[config.mk]
export PLATFORM = sky130hd
export DESIGN_NAME = double_buffer_slice_pool_manager_flat
export DESIGN_NICKNAME = d
export VERILOG_FILES = /design/src/sv/dbspm_pkg.sv /design/src/sv/dbspm_req_if.sv /design/src/sv/dbspm_rsp_if.sv /design/src/sv/dbspm_ctrl.sv /design/src/sv/dbspm_dpath.sv /design/src/sv/double_buffer_slice_pool_manager.sv /design/src/flat_wrapper.sv
export SDC_FILE = /design/constraint.sdc
export NUM_CORES = 1
export LEC_CHECK = 0
export BUFFER_PORTS_ARGS = -buffer_cell sky130_fd_sc_hd__clkbuf_2
export CORE_ASPECT_RATIO = 0.75
export CORE_MARGIN = 4
export CORE_UTILIZATION = 60
export CTS_BUF_LIST = sky130_fd_sc_hd__clkbuf_8
export DETAILED_ROUTE_END_ITERATION = 6
export PLACE_DENSITY = 0.91
export SYNTH_ARGS = -nofsm -noshare
export SYNTH_HDL_FRONTEND = slang
export SYNTH_SLANG_ARGS = --single-unit
[constraint.sdc]
create_clock -name clk_i -period 5.8 [get_ports clk_i]
set_input_delay 0.29 -clock clk_i [delete_from_list [all_inputs] [get_ports clk_i]]
set_output_delay 0.29 -clock clk_i [all_outputs]
set_load 0.01 [all_outputs]
[src/sv/dbspm_pkg.sv]
package dbspm_pkg;

  localparam int unsigned DefaultSlots = 2;
  localparam int unsigned MaxSlots     = 8;
  localparam int unsigned SlotW        = 3;
  localparam int unsigned CoordW       = 9;
  localparam int unsigned EdgeW        = 10;
  localparam int unsigned ColorW       = 16;

  localparam logic [2:0] OpAlloc     = 3'd0;
  localparam logic [2:0] OpSend      = 3'd1;
  localparam logic [2:0] OpVideoDone = 3'd2;
  localparam logic [2:0] OpClearDone = 3'd3;
  localparam logic [2:0] OpSetBg     = 3'd4;
  localparam logic [2:0] OpInit      = 3'd5;

  localparam logic [2:0] SsCleared   = 3'd0;
  localparam logic [2:0] SsDrawing   = 3'd1;
  localparam logic [2:0] SsSendWait  = 3'd2;
  localparam logic [2:0] SsSending   = 3'd3;
  localparam logic [2:0] SsClearWait = 3'd4;
  localparam logic [2:0] SsClearing  = 3'd5;

  localparam logic [1:0] KindGrant = 2'd0;
  localparam logic [1:0] KindVideo = 2'd1;
  localparam logic [1:0] KindClear = 2'd2;

  typedef struct packed {
    logic [2:0]        operation;
    logic [SlotW-1:0]  slot;
    logic [CoordW-1:0] x_origin;
    logic [CoordW-1:0] y_origin;
    logic [CoordW-1:0] width;
    logic [CoordW-1:0] height;
    logic              transfer_complete;
    logic [ColorW-1:0] color;
    logic              immediate;
  } req_item_t;

  typedef struct packed {
    logic [1:0]        kind;
    logic [SlotW-1:0]  result_slot;
    logic              found;
    logic [CoordW-1:0] x_first;
    logic [EdgeW-1:0]  x_last;
    logic [CoordW-1:0] y_first;
    logic [EdgeW-1:0]  y_last;
    logic [ColorW-1:0] fill_color;
    logic              last;
  } rsp_item_t;

  typedef struct packed {
    logic             load;
    logic             step;
    logic             flush;
    logic [SlotW-1:0] idx;
  } cmd_t;

  typedef struct packed {
    logic emit;
    logic stop;
    logic pend_vld;
    logic out_free;
  } status_t;

endpackage

[src/sv/dbspm_req_if.sv]
interface dbspm_req_if import dbspm_pkg::*; ();
  logic      valid;
  logic      ready;
  req_item_t item;

  modport source (output valid, output item, input ready);
  modport sink (input valid, input item, output ready);
endinterface

[src/sv/dbspm_rsp_if.sv]
interface dbspm_rsp_if import dbspm_pkg::*; ();
  logic      valid;
  logic      ready;
  rsp_item_t item;

  modport source (output valid, output item, input ready);
  modport sink (input valid, input item, output ready);
endinterface

[src/sv/dbspm_ctrl.sv]
module dbspm_ctrl import dbspm_pkg::*; #(
  parameter int unsigned SLOTS = DefaultSlots
) (
  input  logic    clk_i,
  input  logic    rst_ni,
  input  logic    in_valid_i,
  output logic    in_ready_o,
  input  status_t sts_i,
  output cmd_t    cmd_o
);

  localparam int unsigned IW = (SLOTS > 1) ? $clog2(SLOTS) : 1;
  localparam logic [IW-1:0] LastIdx = IW'(SLOTS - 1);

  localparam logic [1:0] StIdle  = 2'd0;
  localparam logic [1:0] StScan  = 2'd1;
  localparam logic [1:0] StFlush = 2'd2;

  logic [1:0]    state_q, state_d;
  logic [IW-1:0] idx_q, idx_d;
  logic          step_ok;

  assign in_ready_o = (state_q == StIdle);
  assign step_ok    = !sts_i.emit || !sts_i.pend_vld || sts_i.out_free;

  always_comb begin
    state_d     = state_q;
    idx_d       = idx_q;
    cmd_o       = '0;
    cmd_o.idx   = SlotW'(idx_q);
    case (state_q)
      StIdle: begin
        if (in_valid_i) begin
          cmd_o.load = 1'b1;
          idx_d      = '0;
          state_d    = StScan;
        end
      end
      StScan: begin
        if (step_ok) begin
          cmd_o.step = 1'b1;
          if (sts_i.stop || idx_q == LastIdx) begin
            state_d = StFlush;
          end else begin
            idx_d = idx_q + 1'b1;
          end
        end
      end
      StFlush: begin
        if (!sts_i.pend_vld) begin
          state_d = StIdle;
        end else if (sts_i.out_free) begin
          cmd_o.flush = 1'b1;
          state_d     = StIdle;
        end
      end
      default: begin
        state_d = StIdle;
      end
    endcase
  end

  always_ff @(posedge clk_i or negedge rst_ni) begin
    if (!rst_ni) begin
      state_q <= StIdle;
      idx_q   <= '0;
    end else begin
      state_q <= state_d;
      idx_q   <= idx_d;
    end
  end

endmodule

[src/sv/dbspm_dpath.sv]
module dbspm_dpath import dbspm_pkg::*; #(
  parameter int unsigned SLOTS = DefaultSlots
) (
  input  logic               clk_i,
  input  logic               rst_ni,
  dbspm_req_if.sink          req_i,
  dbspm_rsp_if.source        rsp_o,
  input  cmd_t               cmd_i,
  output status_t            sts_o
);

  localparam int unsigned IW = (SLOTS > 1) ? $clog2(SLOTS) : 1;

  logic [2:0]        status_q [SLOTS];
  logic [CoordW-1:0] win_x_q  [SLOTS];
  logic [CoordW-1:0] win_y_q  [SLOTS];
  logic [CoordW-1:0] win_w_q  [SLOTS];
  logic [CoordW-1:0] win_h_q  [SLOTS];
  logic              vbusy_q, cbusy_q;
  logic [ColorW-1:0] bg_q;
  req_item_t         item_q;
  rsp_item_t         pend_q, out_q, out_d;
  logic              pend_vld_q, out_vld_q;

  logic [IW-1:0]     sel;
  logic [2:0]        cur, nst;
  logic              send_ok, wr_st, wr_win, vset, cset, emit, stop;
  logic              do_video, do_clear;
  rsp_item_t         res;
  logic              out_free, push_step, push_out;

  assign send_ok = ({1'b0, item_q.slot} < (SlotW + 1)'(SLOTS));
  assign sel     = (item_q.operation == OpSend) ? item_q.slot[IW-1:0] : cmd_i.idx[IW-1:0];
  assign cur     = status_q[sel];

  always_comb begin
    nst      = cur;
    wr_st    = 1'b0;
    wr_win   = 1'b0;
    vset     = 1'b0;
    cset     = 1'b0;
    emit     = 1'b0;
    stop     = 1'b0;
    do_video = 1'b0;
    do_clear = 1'b0;
    res      = '0;
    case (item_q.operation)
      OpAlloc: begin
        if (cur == SsCleared) begin
          nst             = SsDrawing;
          wr_st           = 1'b1;
          wr_win          = 1'b1;
          emit            = 1'b1;
          stop            = 1'b1;
          res.kind        = KindGrant;
          res.result_slot = SlotW'(sel);
          res.found       = 1'b1;
        end else if (cmd_i.idx[IW-1:0] == IW'(SLOTS - 1)) begin
          emit     = 1'b1;
          res.kind = KindGrant;
        end
      end
      OpSend: begin
        stop = 1'b1;
        if (send_ok) begin
          if (vbusy_q) begin
            nst   = SsSendWait;
            wr_st = 1'b1;
          end else begin
            do_video = 1'b1;
          end
        end
      end
      OpVideoDone: begin
        if (item_q.transfer_complete) begin
          if (cur == SsSending) begin
            do_clear = 1'b1;
          end else if (cur == SsSendWait && !vbusy_q) begin
            do_video = 1'b1;
          end
        end
      end
      OpClearDone: begin
        if (cur == SsClearing) begin
          nst   = SsCleared;
          wr_st = 1'b1;
        end else if (cur == SsClearWait && !cbusy_q) begin
          nst             = SsClearing;
          wr_st           = 1'b1;
          cset            = 1'b1;
          emit            = 1'b1;
          res.kind        = KindClear;
          res.result_slot = SlotW'(sel);
          res.fill_color  = bg_q;
        end
      end
      OpSetBg: begin
        if (item_q.immediate && cur == SsCleared) begin
          do_clear = 1'b1;
        end
      end
      OpInit: begin
        do_clear = 1'b1;
      end
      default: begin
        stop = 1'b1;
      end
    endcase

    if (do_video) begin
      nst             = SsSending;
      wr_st           = 1'b1;
      vset            = 1'b1;
      emit            = 1'b1;
      res.kind        = KindVideo;
      res.result_slot = SlotW'(sel);
      res.x_first     = win_x_q[sel];
      res.x_last      = EdgeW'({1'b0, win_x_q[sel]} + {1'b0, win_w_q[sel]} - 10'd1);
      res.y_first     = win_y_q[sel];
      res.y_last      = EdgeW'({1'b0, win_y_q[sel]} + {1'b0, win_h_q[sel]} - 10'd1);
    end
    if (do_clear) begin
      wr_st = 1'b1;
      if (cbusy_q) begin
        nst = SsClearWait;
      end else begin
        nst             = SsClearing;
        cset            = 1'b1;
        emit            = 1'b1;
        res.kind        = KindClear;
        res.result_slot = SlotW'(sel);
        res.fill_color  = bg_q;
      end
    end
  end

  always_comb begin
    out_d      = pend_q;
    out_d.last = cmd_i.flush;
  end

  assign out_free  = !out_vld_q || rsp_o.ready;
  assign push_step = cmd_i.step && emit;
  assign push_out  = (push_step && pend_vld_q) || cmd_i.flush;

  assign sts_o.emit     = emit;
  assign sts_o.stop     = stop;
  assign sts_o.pend_vld = pend_vld_q;
  assign sts_o.out_free = out_free;

  assign rsp_o.valid = out_vld_q;
  assign rsp_o.item  = out_q;

  always_ff @(posedge clk_i or negedge rst_ni) begin
    if (!rst_ni) begin
      for (int i = 0; i < SLOTS; i++) begin
        status_q[i] <= SsCleared;
      end
      vbusy_q <= 1'b0;
      cbusy_q <= 1'b0;
      bg_q    <= '0;
    end else if (cmd_i.load) begin
      if (req_i.item.operation == OpVideoDone && req_i.item.transfer_complete) begin
        vbusy_q <= 1'b0;
      end
      if (req_i.item.operation == OpClearDone) begin
        cbusy_q <= 1'b0;
      end
      if (req_i.item.operation == OpSetBg) begin
        bg_q <= req_i.item.color;
      end
    end else if (cmd_i.step) begin
      if (wr_st) begin
        status_q[sel] <= nst;
      end
      if (vset) begin
        vbusy_q <= 1'b1;
      end
      if (cset) begin
        cbusy_q <= 1'b1;
      end
    end
  end

  always_ff @(posedge clk_i) begin
    if (cmd_i.load) begin
      item_q <= req_i.item;
    end
    if (cmd_i.step && wr_win) begin
      win_x_q[sel] <= item_q.x_origin;
      win_y_q[sel] <= item_q.y_origin;
      win_w_q[sel] <= item_q.width;
      win_h_q[sel] <= item_q.height;
    end
  end

  always_ff @(posedge clk_i or negedge rst_ni) begin
    if (!rst_ni) begin
      pend_vld_q <= 1'b0;
      out_vld_q  <= 1'b0;
    end else begin
      if (push_step) begin
        pend_vld_q <= 1'b1;
      end else if (cmd_i.flush) begin
        pend_vld_q <= 1'b0;
      end
      if (push_out) begin
        out_vld_q <= 1'b1;
      end else if (rsp_o.ready) begin
        out_vld_q <= 1'b0;
      end
    end
  end

  always_ff @(posedge clk_i) begin
    if (push_out) begin
      out_q <= out_d;
    end
    if (push_step) begin
      pend_q <= res;
    end
  end

`ifndef SYNTHESIS
  a_flush_has_pending: assert property (@(posedge clk_i) disable iff (!rst_ni)
    cmd_i.flush |-> pend_vld_q)
    else $error("Flush issued with no pending result.");

  a_no_overwrite: assert property (@(posedge clk_i) disable iff (!rst_ni)
    (push_step && pend_vld_q) |-> out_free)
    else $error("Pending result pushed into an occupied output register.");

  a_flush_marks_last: assert property (@(posedge clk_i) disable iff (!rst_ni)
    cmd_i.flush |=> (out_vld_q && out_q.last && !pend_vld_q))
    else $error("Flush did not present the final beat of the item.");

  a_nonlast_has_successor: assert property (@(posedge clk_i) disable iff (!rst_ni)
    (out_vld_q && !out_q.last) |-> pend_vld_q)
    else $error("Non-final beat presented with no later result held.");

  a_load_when_empty: assert property (@(posedge clk_i) disable iff (!rst_ni)
    cmd_i.load |-> !pend_vld_q)
    else $error("New item loaded while a result of the previous one is held.");
`endif

endmodule

[src/sv/double_buffer_slice_pool_manager.sv]
// An accepted item is loaded, then the controller scans the slots in order until a slot stops
// the scan or the last slot is reached, and then flushes any held result as the final beat.
// A new item is accepted only once the controller is idle again; stalls on the result
// channel hold the scan and the flush while the output register stays full.
// Reset is asynchronous and active low: every slot returns to cleared, both engines to idle,
// the background colour to black, and no result is held; the slot windows are not cleared.
module double_buffer_slice_pool_manager import dbspm_pkg::*; #(
  parameter int unsigned SLOTS = DefaultSlots
) (
  input  logic        clk_i,
  input  logic        rst_ni,
  dbspm_req_if.sink   req_i,
  dbspm_rsp_if.source rsp_o
);

  cmd_t    cmd;
  status_t sts;
  logic    in_ready;

  assign req_i.ready = in_ready;

  dbspm_ctrl #(
    .SLOTS (SLOTS)
  ) u_ctrl (
    .clk_i      (clk_i),
    .rst_ni     (rst_ni),
    .in_valid_i (req_i.valid),
    .in_ready_o (in_ready),
    .sts_i      (sts),
    .cmd_o      (cmd)
  );

  dbspm_dpath #(
    .SLOTS (SLOTS)
  ) u_dpath (
    .clk_i  (clk_i),
    .rst_ni (rst_ni),
    .req_i  (req_i),
    .rsp_o  (rsp_o),
    .cmd_i  (cmd),
    .sts_o  (sts)
  );

endmodule
[src/flat_wrapper.sv]
// flat-port wrapper written by rule: the top's interface ports become plain ports
module double_buffer_slice_pool_manager_flat import dbspm_pkg::*;
#(
  parameter int unsigned SLOTS = DefaultSlots
)
  (clk_i, rst_ni, req_i_valid, req_i_item, req_i_ready, rsp_o_valid, rsp_o_item, rsp_o_ready);
  dbspm_req_if req_i_i ();
  dbspm_rsp_if rsp_o_i ();
  input  logic clk_i;
  input  logic rst_ni;
  input wire logic [$bits(req_i_i.valid)-1:0] req_i_valid;
  input wire logic [$bits(req_i_i.item)-1:0] req_i_item;
  output wire logic [$bits(req_i_i.ready)-1:0] req_i_ready;
  output wire logic [$bits(rsp_o_i.valid)-1:0] rsp_o_valid;
  output wire logic [$bits(rsp_o_i.item)-1:0] rsp_o_item;
  input wire logic [$bits(rsp_o_i.ready)-1:0] rsp_o_ready;
  assign req_i_i.valid = req_i_valid;
  assign req_i_i.item = req_i_item;
  assign req_i_ready = req_i_i.ready;
  assign rsp_o_valid = rsp_o_i.valid;
  assign rsp_o_item = rsp_o_i.item;
  assign rsp_o_i.ready = rsp_o_ready;
  double_buffer_slice_pool_manager #(.SLOTS(SLOTS)) u_core (.clk_i(clk_i), .rst_ni(rst_ni), .req_i(req_i_i), .rsp_o(rsp_o_i));
endmodule
==> tab_implementation.tex <==
\begin{tabular}{lr}
\hline
Metric & Value \\
\hline
\multicolumn{2}{l}{\textbf{Clocking}} \\
Clock-pin slew on the worst setup and hold paths & 0.06 ns \\
Root buffer selected by CTS & sky130\_fd\_sc\_hd\_\_clkbuf\_8 \\
Number of clock sinks seen by CTS & 262 \\
Setup bufs post-CTS & 0 \\
Clock latency of the later-clocked register in the worst-skew pair & 0.52 ns \\
Maximum number of buffers from clock root to sink & 3 \\
CTS Buf Count & 39 \\
H-tree depth & 2 \\
CTS tree & done \\
\multicolumn{2}{l}{\textbf{STA}} \\
Final Hold Violating Endpoints & 0 \\
Achievable Freq & 222 MHz \\
Final worst-path setup slack & 1.29 ns \\
Post-Route Setup TNS & 0 ns \\
Final critical-path share of the clock period & 77.8\% \\
Hold WS & 0.0270 ns \\
Transition time at the pin with the least slew margin & 0.839 ns \\
Clock period minus worst slack & 4.51 ns \\
Count of final max-slew check failures & 0 \\
Unrepaired setup endpoints after global routing & false \\
Count of endpoints failing setup in the final report & 0 \\
Max-Slew Margin vs Limit & 43.8\% \\
Setup clock skew after layout & 0.0284 ns \\
\multicolumn{2}{l}{\textbf{Synthesis}} \\
Ranking of synthesized cells by area & sky130\_fd\_sc\_hd\_\_edfxtp\_1, sky130\_fd\_sc\_hd\_\_dfrtp\_1, sky130\_fd\_sc\_hd\_\_ha\_1, sky130\_fd\_sc\_hd\_\_mux2i\_1, sky130\_fd\_sc\_hd\_\_mux2\_2 \\
Number of synthesized register bits & 262 \\
Area of the mapped netlist & 10300 µm² \\
Commonest register cell after synthesis & sky130\_fd\_sc\_hd\_\_edfxtp\_1 \\
Cell taking the most area after synthesis & sky130\_fd\_sc\_hd\_\_edfxtp\_1 \\
Number of enable flip-flop cells after synthesis & 233 \\
Dominant cell by count in the synthesized netlist & sky130\_fd\_sc\_hd\_\_edfxtp\_1 \\
Portion of synthesized cell area occupied by the leading cell type & 67.9\% \\
Ranking of synthesized cells by instance count & sky130\_fd\_sc\_hd\_\_edfxtp\_1, sky130\_fd\_sc\_hd\_\_inv\_1, sky130\_fd\_sc\_hd\_\_nor2\_1, sky130\_fd\_sc\_hd\_\_mux2i\_1, sky130\_fd\_sc\_hd\_\_ha\_1 \\
Yosys synthesis warning count & 0 \\
Number of instances in the synthesized netlist & 617 \\
Count of cell types in the netlist & 57 \\
Share of synthesized registers carrying an async set or reset & 11.1\% \\
Sequential-to-total area share from yosys stat & 75.0\% \\
Mean area per synthesized cell & 16.7 µm² \\
\multicolumn{2}{l}{\textbf{Finish}} \\
Layout overhead on the synthesized area & 20.2\% \\
Post-Layout Inst Area & 12400 µm² \\
Number of filler instances in the final layout & 979 \\
Number of diodes added for antenna fixing & 0 \\
Ratio of cells with drive above 1 in the final layout & 25.7\% \\
Layout net count & 925 \\
\multicolumn{2}{l}{\textbf{Setup path}} \\
Worst-path maximum fanout & 34 \\
Type of origin of the critical path & flop \\
Worst Path Class, Setup & reg2reg \\
CP Data Required Time & 6.04 ns \\
CP endpoint kind & flop \\
Data arrival time of the worst path & 4.75 ns \\
\multicolumn{2}{l}{\textbf{Place}} \\
Global placement routability congestion & 0.838 \\
Pre-CTS WS & 1.39 ns \\
Half-perimeter wire length of the detailed placement result & 12400 µm \\
Number of port buffers & 124 \\
Placed standard-cell area & 11200 µm² \\
\multicolumn{2}{l}{\textbf{Outcome}} \\
Status & complete, no violations \\
\multicolumn{2}{l}{\textbf{Floorplanning}} \\
Die height & 121 µm \\
Initial standard-cell utilization of the core & 61.2\% \\
Top-level port count & 127 \\
Core region area & 16800 µm² \\
Placement row count & 41 \\
DIE WIDTH & 159 µm \\
Die footprint & 19300 µm² \\
\multicolumn{2}{l}{\textbf{Global routing}} \\
Antenna violations before repair & 0 \\
Global-route wire length before repair & 29900 µm \\
Remaining Overflow, GRT & 0 \\
Maximum number of pins on one net before global-route repair & 48 \\
Via count of the first global-routing pass & 6049 \\
Overall fraction of global-route tracks in use & 19.8\% \\
\multicolumn{2}{l}{\textbf{Power}} \\
Worst supply voltage drop on vdd & 0.222 mV \\
Power density of the placed cells & 412 nW/µm² \\
Reported leakage power & 4.98 nW \\
Total power & 5.10 mW \\
\multicolumn{2}{l}{\textbf{Route}} \\
Detailed-router iteration count before antenna repair & 5 \\
DRT antenna net count & 0 \\
Per-cell routed wire length & 17.7 µm \\
Total routed wirelength & 18900 µm \\
Count of routing violations after the opening detailed-route iteration & 421 \\
Vias per inst & 5.37 \\
Remaining DRCs & 0 \\
Vias after detailed routing & 5739 \\
\multicolumn{2}{l}{\textbf{Run}} \\
Max-cap viol count & 0 \\
\multicolumn{2}{l}{\textbf{Hold path}} \\
Class of the most critical hold timing path & in2reg \\
\hline
\end{tabular}
==> metal layers <==
layer	wire (µm)	global-route usage, %	up-vias
li1	-	-	2694
met1	7790	25.1	2775
met2	9360	33.9	234
met3	1340	4.45	36
met4	389	7.48	0
met5	0	0	-
==> cells in the final DEF (no fill, tap or decap), types with 4 or more instances in the layout <==
| cell type | n |
|---|---|
| sky130_fd_sc_hd__clkbuf_2 | 124 |
| sky130_fd_sc_hd__mux2_2 | 16 |
| sky130_fd_sc_hd__nand3b_1 | 4 |
| sky130_fd_sc_hd__a21oi_1 | 11 |
| sky130_fd_sc_hd__o31ai_1 | 5 |
| sky130_fd_sc_hd__clkinv_1 | 6 |
| sky130_fd_sc_hd__nor2_1 | 45 |
| sky130_fd_sc_hd__o21ai_0 | 14 |
| sky130_fd_sc_hd__inv_1 | 64 |
| sky130_fd_sc_hd__nand2_1 | 16 |
| sky130_fd_sc_hd__nor3b_1 | 5 |
| sky130_fd_sc_hd__xnor2_1 | 6 |
| sky130_fd_sc_hd__edfxtp_1 | 233 |
| sky130_fd_sc_hd__nor3_1 | 9 |
| sky130_fd_sc_hd__clkbuf_8 | 40 |
| sky130_fd_sc_hd__nor2b_1 | 8 |
| sky130_fd_sc_hd__dfrtp_1 | 29 |
| sky130_fd_sc_hd__buf_4 | 7 |
| sky130_fd_sc_hd__mux2i_1 | 43 |
| sky130_fd_sc_hd__and2_1 | 21 |
| sky130_fd_sc_hd__dlygate4sd3_1 | 48 |
| sky130_fd_sc_hd__ha_1 | 35 |
| sky130_fd_sc_hd__clkinv_2 | 4 |
| sky130_fd_sc_hd__a21o_1 | 5 |
==> report_power, final <==
part	internal, mW	switching [mW]
registers	2.37	0.132
clock network	0.688	0.654
logic	0.525	0.726
==> cells by family (layout without fill, tap and decap cells) <==
kind of cell,after synthesis,in the layout,synth area share [%]
flops,262,262,75.0
fa+ha+maj,37,37,4.64
compound gates,49,49,3.44
mux,65,65,6.79
buf+inv,62,297,2.45
simple gates,133,133,6.99
other cells,1,2,0.0364
xor+xnor,8,8,0.680
==> flip-flops by register name (all words and copies together), names as in the netlist <==
| register | cells |
|---|---|
| u_core.u_ctrl.idx_q | 1 |
| u_core.u_ctrl.state_q | 2 |
| u_core.u_dpath.bg_q | 16 |
| u_core.u_dpath.cbusy_q | 1 |
| u_core.u_dpath.item_q | 44 |
| u_core.u_dpath.out_d | 58 |
| u_core.u_dpath.pend_vld_q | 1 |
| u_core.u_dpath.rsp_o.item | 59 |
| u_core.u_dpath.rsp_o.valid | 1 |
| u_core.u_dpath.status_q | 6 |
| u_core.u_dpath.vbusy_q | 1 |
| u_core.u_dpath.win_h_q | 18 |
| u_core.u_dpath.win_w_q | 18 |
| u_core.u_dpath.win_x_q | 18 |
| u_core.u_dpath.win_y_q | 18 |
==> worst max-delay path, stage by stage, from the launching register on <==
cell,delay (ns)
sky130_fd_sc_hd__edfxtp_1,0.48
sky130_fd_sc_hd__or3b_4,0.47
sky130_fd_sc_hd__mux2i_4,0.19
sky130_fd_sc_hd__buf_4,0.51
sky130_fd_sc_hd__mux2i_1,0.31
sky130_fd_sc_hd__ha_1,0.27
sky130_fd_sc_hd__inv_1,0.07
sky130_fd_sc_hd__ha_1,0.17
sky130_fd_sc_hd__inv_1,0.06
sky130_fd_sc_hd__fa_1,0.38
sky130_fd_sc_hd__nor2b_1,0.17
sky130_fd_sc_hd__o21ai_0,0.14
sky130_fd_sc_hd__a21boi_0,0.36
sky130_fd_sc_hd__o21ai_0,0.18
sky130_fd_sc_hd__a21oi_1,0.22
sky130_fd_sc_hd__o21ai_0,0.12
sky130_fd_sc_hd__nor3b_1,0.14
==> final timing paths <==
path | startpoint | end | slack, ns | cells past startpoint
min reg2reg | u_core.u_dpath.out_d[12] | u_core.u_dpath.rsp_o.item[12] | 0.41 | 0
max in group asynchronous | rst_ni | u_core.u_dpath.bg_q[14] | 4.92 | 2
min in group asynchronous | rst_ni | u_core.u_dpath.vbusy_q | 0.38 | 2
max reg2reg | u_core.u_dpath.item_q[58] | u_core.u_dpath.out_d[26] | 1.29 | 16
min | req_i_item[3] | u_core.u_dpath.bg_q[2] | 0.03 | 2
max | u_core.u_dpath.item_q[58] | u_core.u_dpath.out_d[26] | 1.29 | 16
==> stage by stage <==
| step | cells | util, % |
|---|---|---|
| 3_3_place_gp | 950 | 66.5 |
| 3_5_place_dp | 950 | 66.5 |
| 5_1_grt | 1068 | 73.6 |
| 6_report | 1068 | 73.6 |
| 2_1_floorplan | 618 | - |
| 4_1_cts | 1067 | 73.5 |
==> layout make-up <==
| type | instances | area, µm² | share of cell area (%) |
|---|---|---|---|
| Timing Repair Buffer | 179 | 1150 | 9.32 |
| Tap cell | 215 | 269 | 2.17 |
| Clock buffer | 40 | 551 | 4.45 |
| Inverter | 48 | 180 | 1.46 |
| Multi-Input combinational cell | 294 | 2350 | 19.0 |
| Sequential cell | 262 | 7720 | 62.4 |
| Clock inverter | 30 | 153 | 1.23 |
==> repair_timing <==
action	CTS	global route
endpoints found under the hold margin	75	1
hold buffers	47	1
resized for setup	0	0
(Power assumes the default switching activity.)
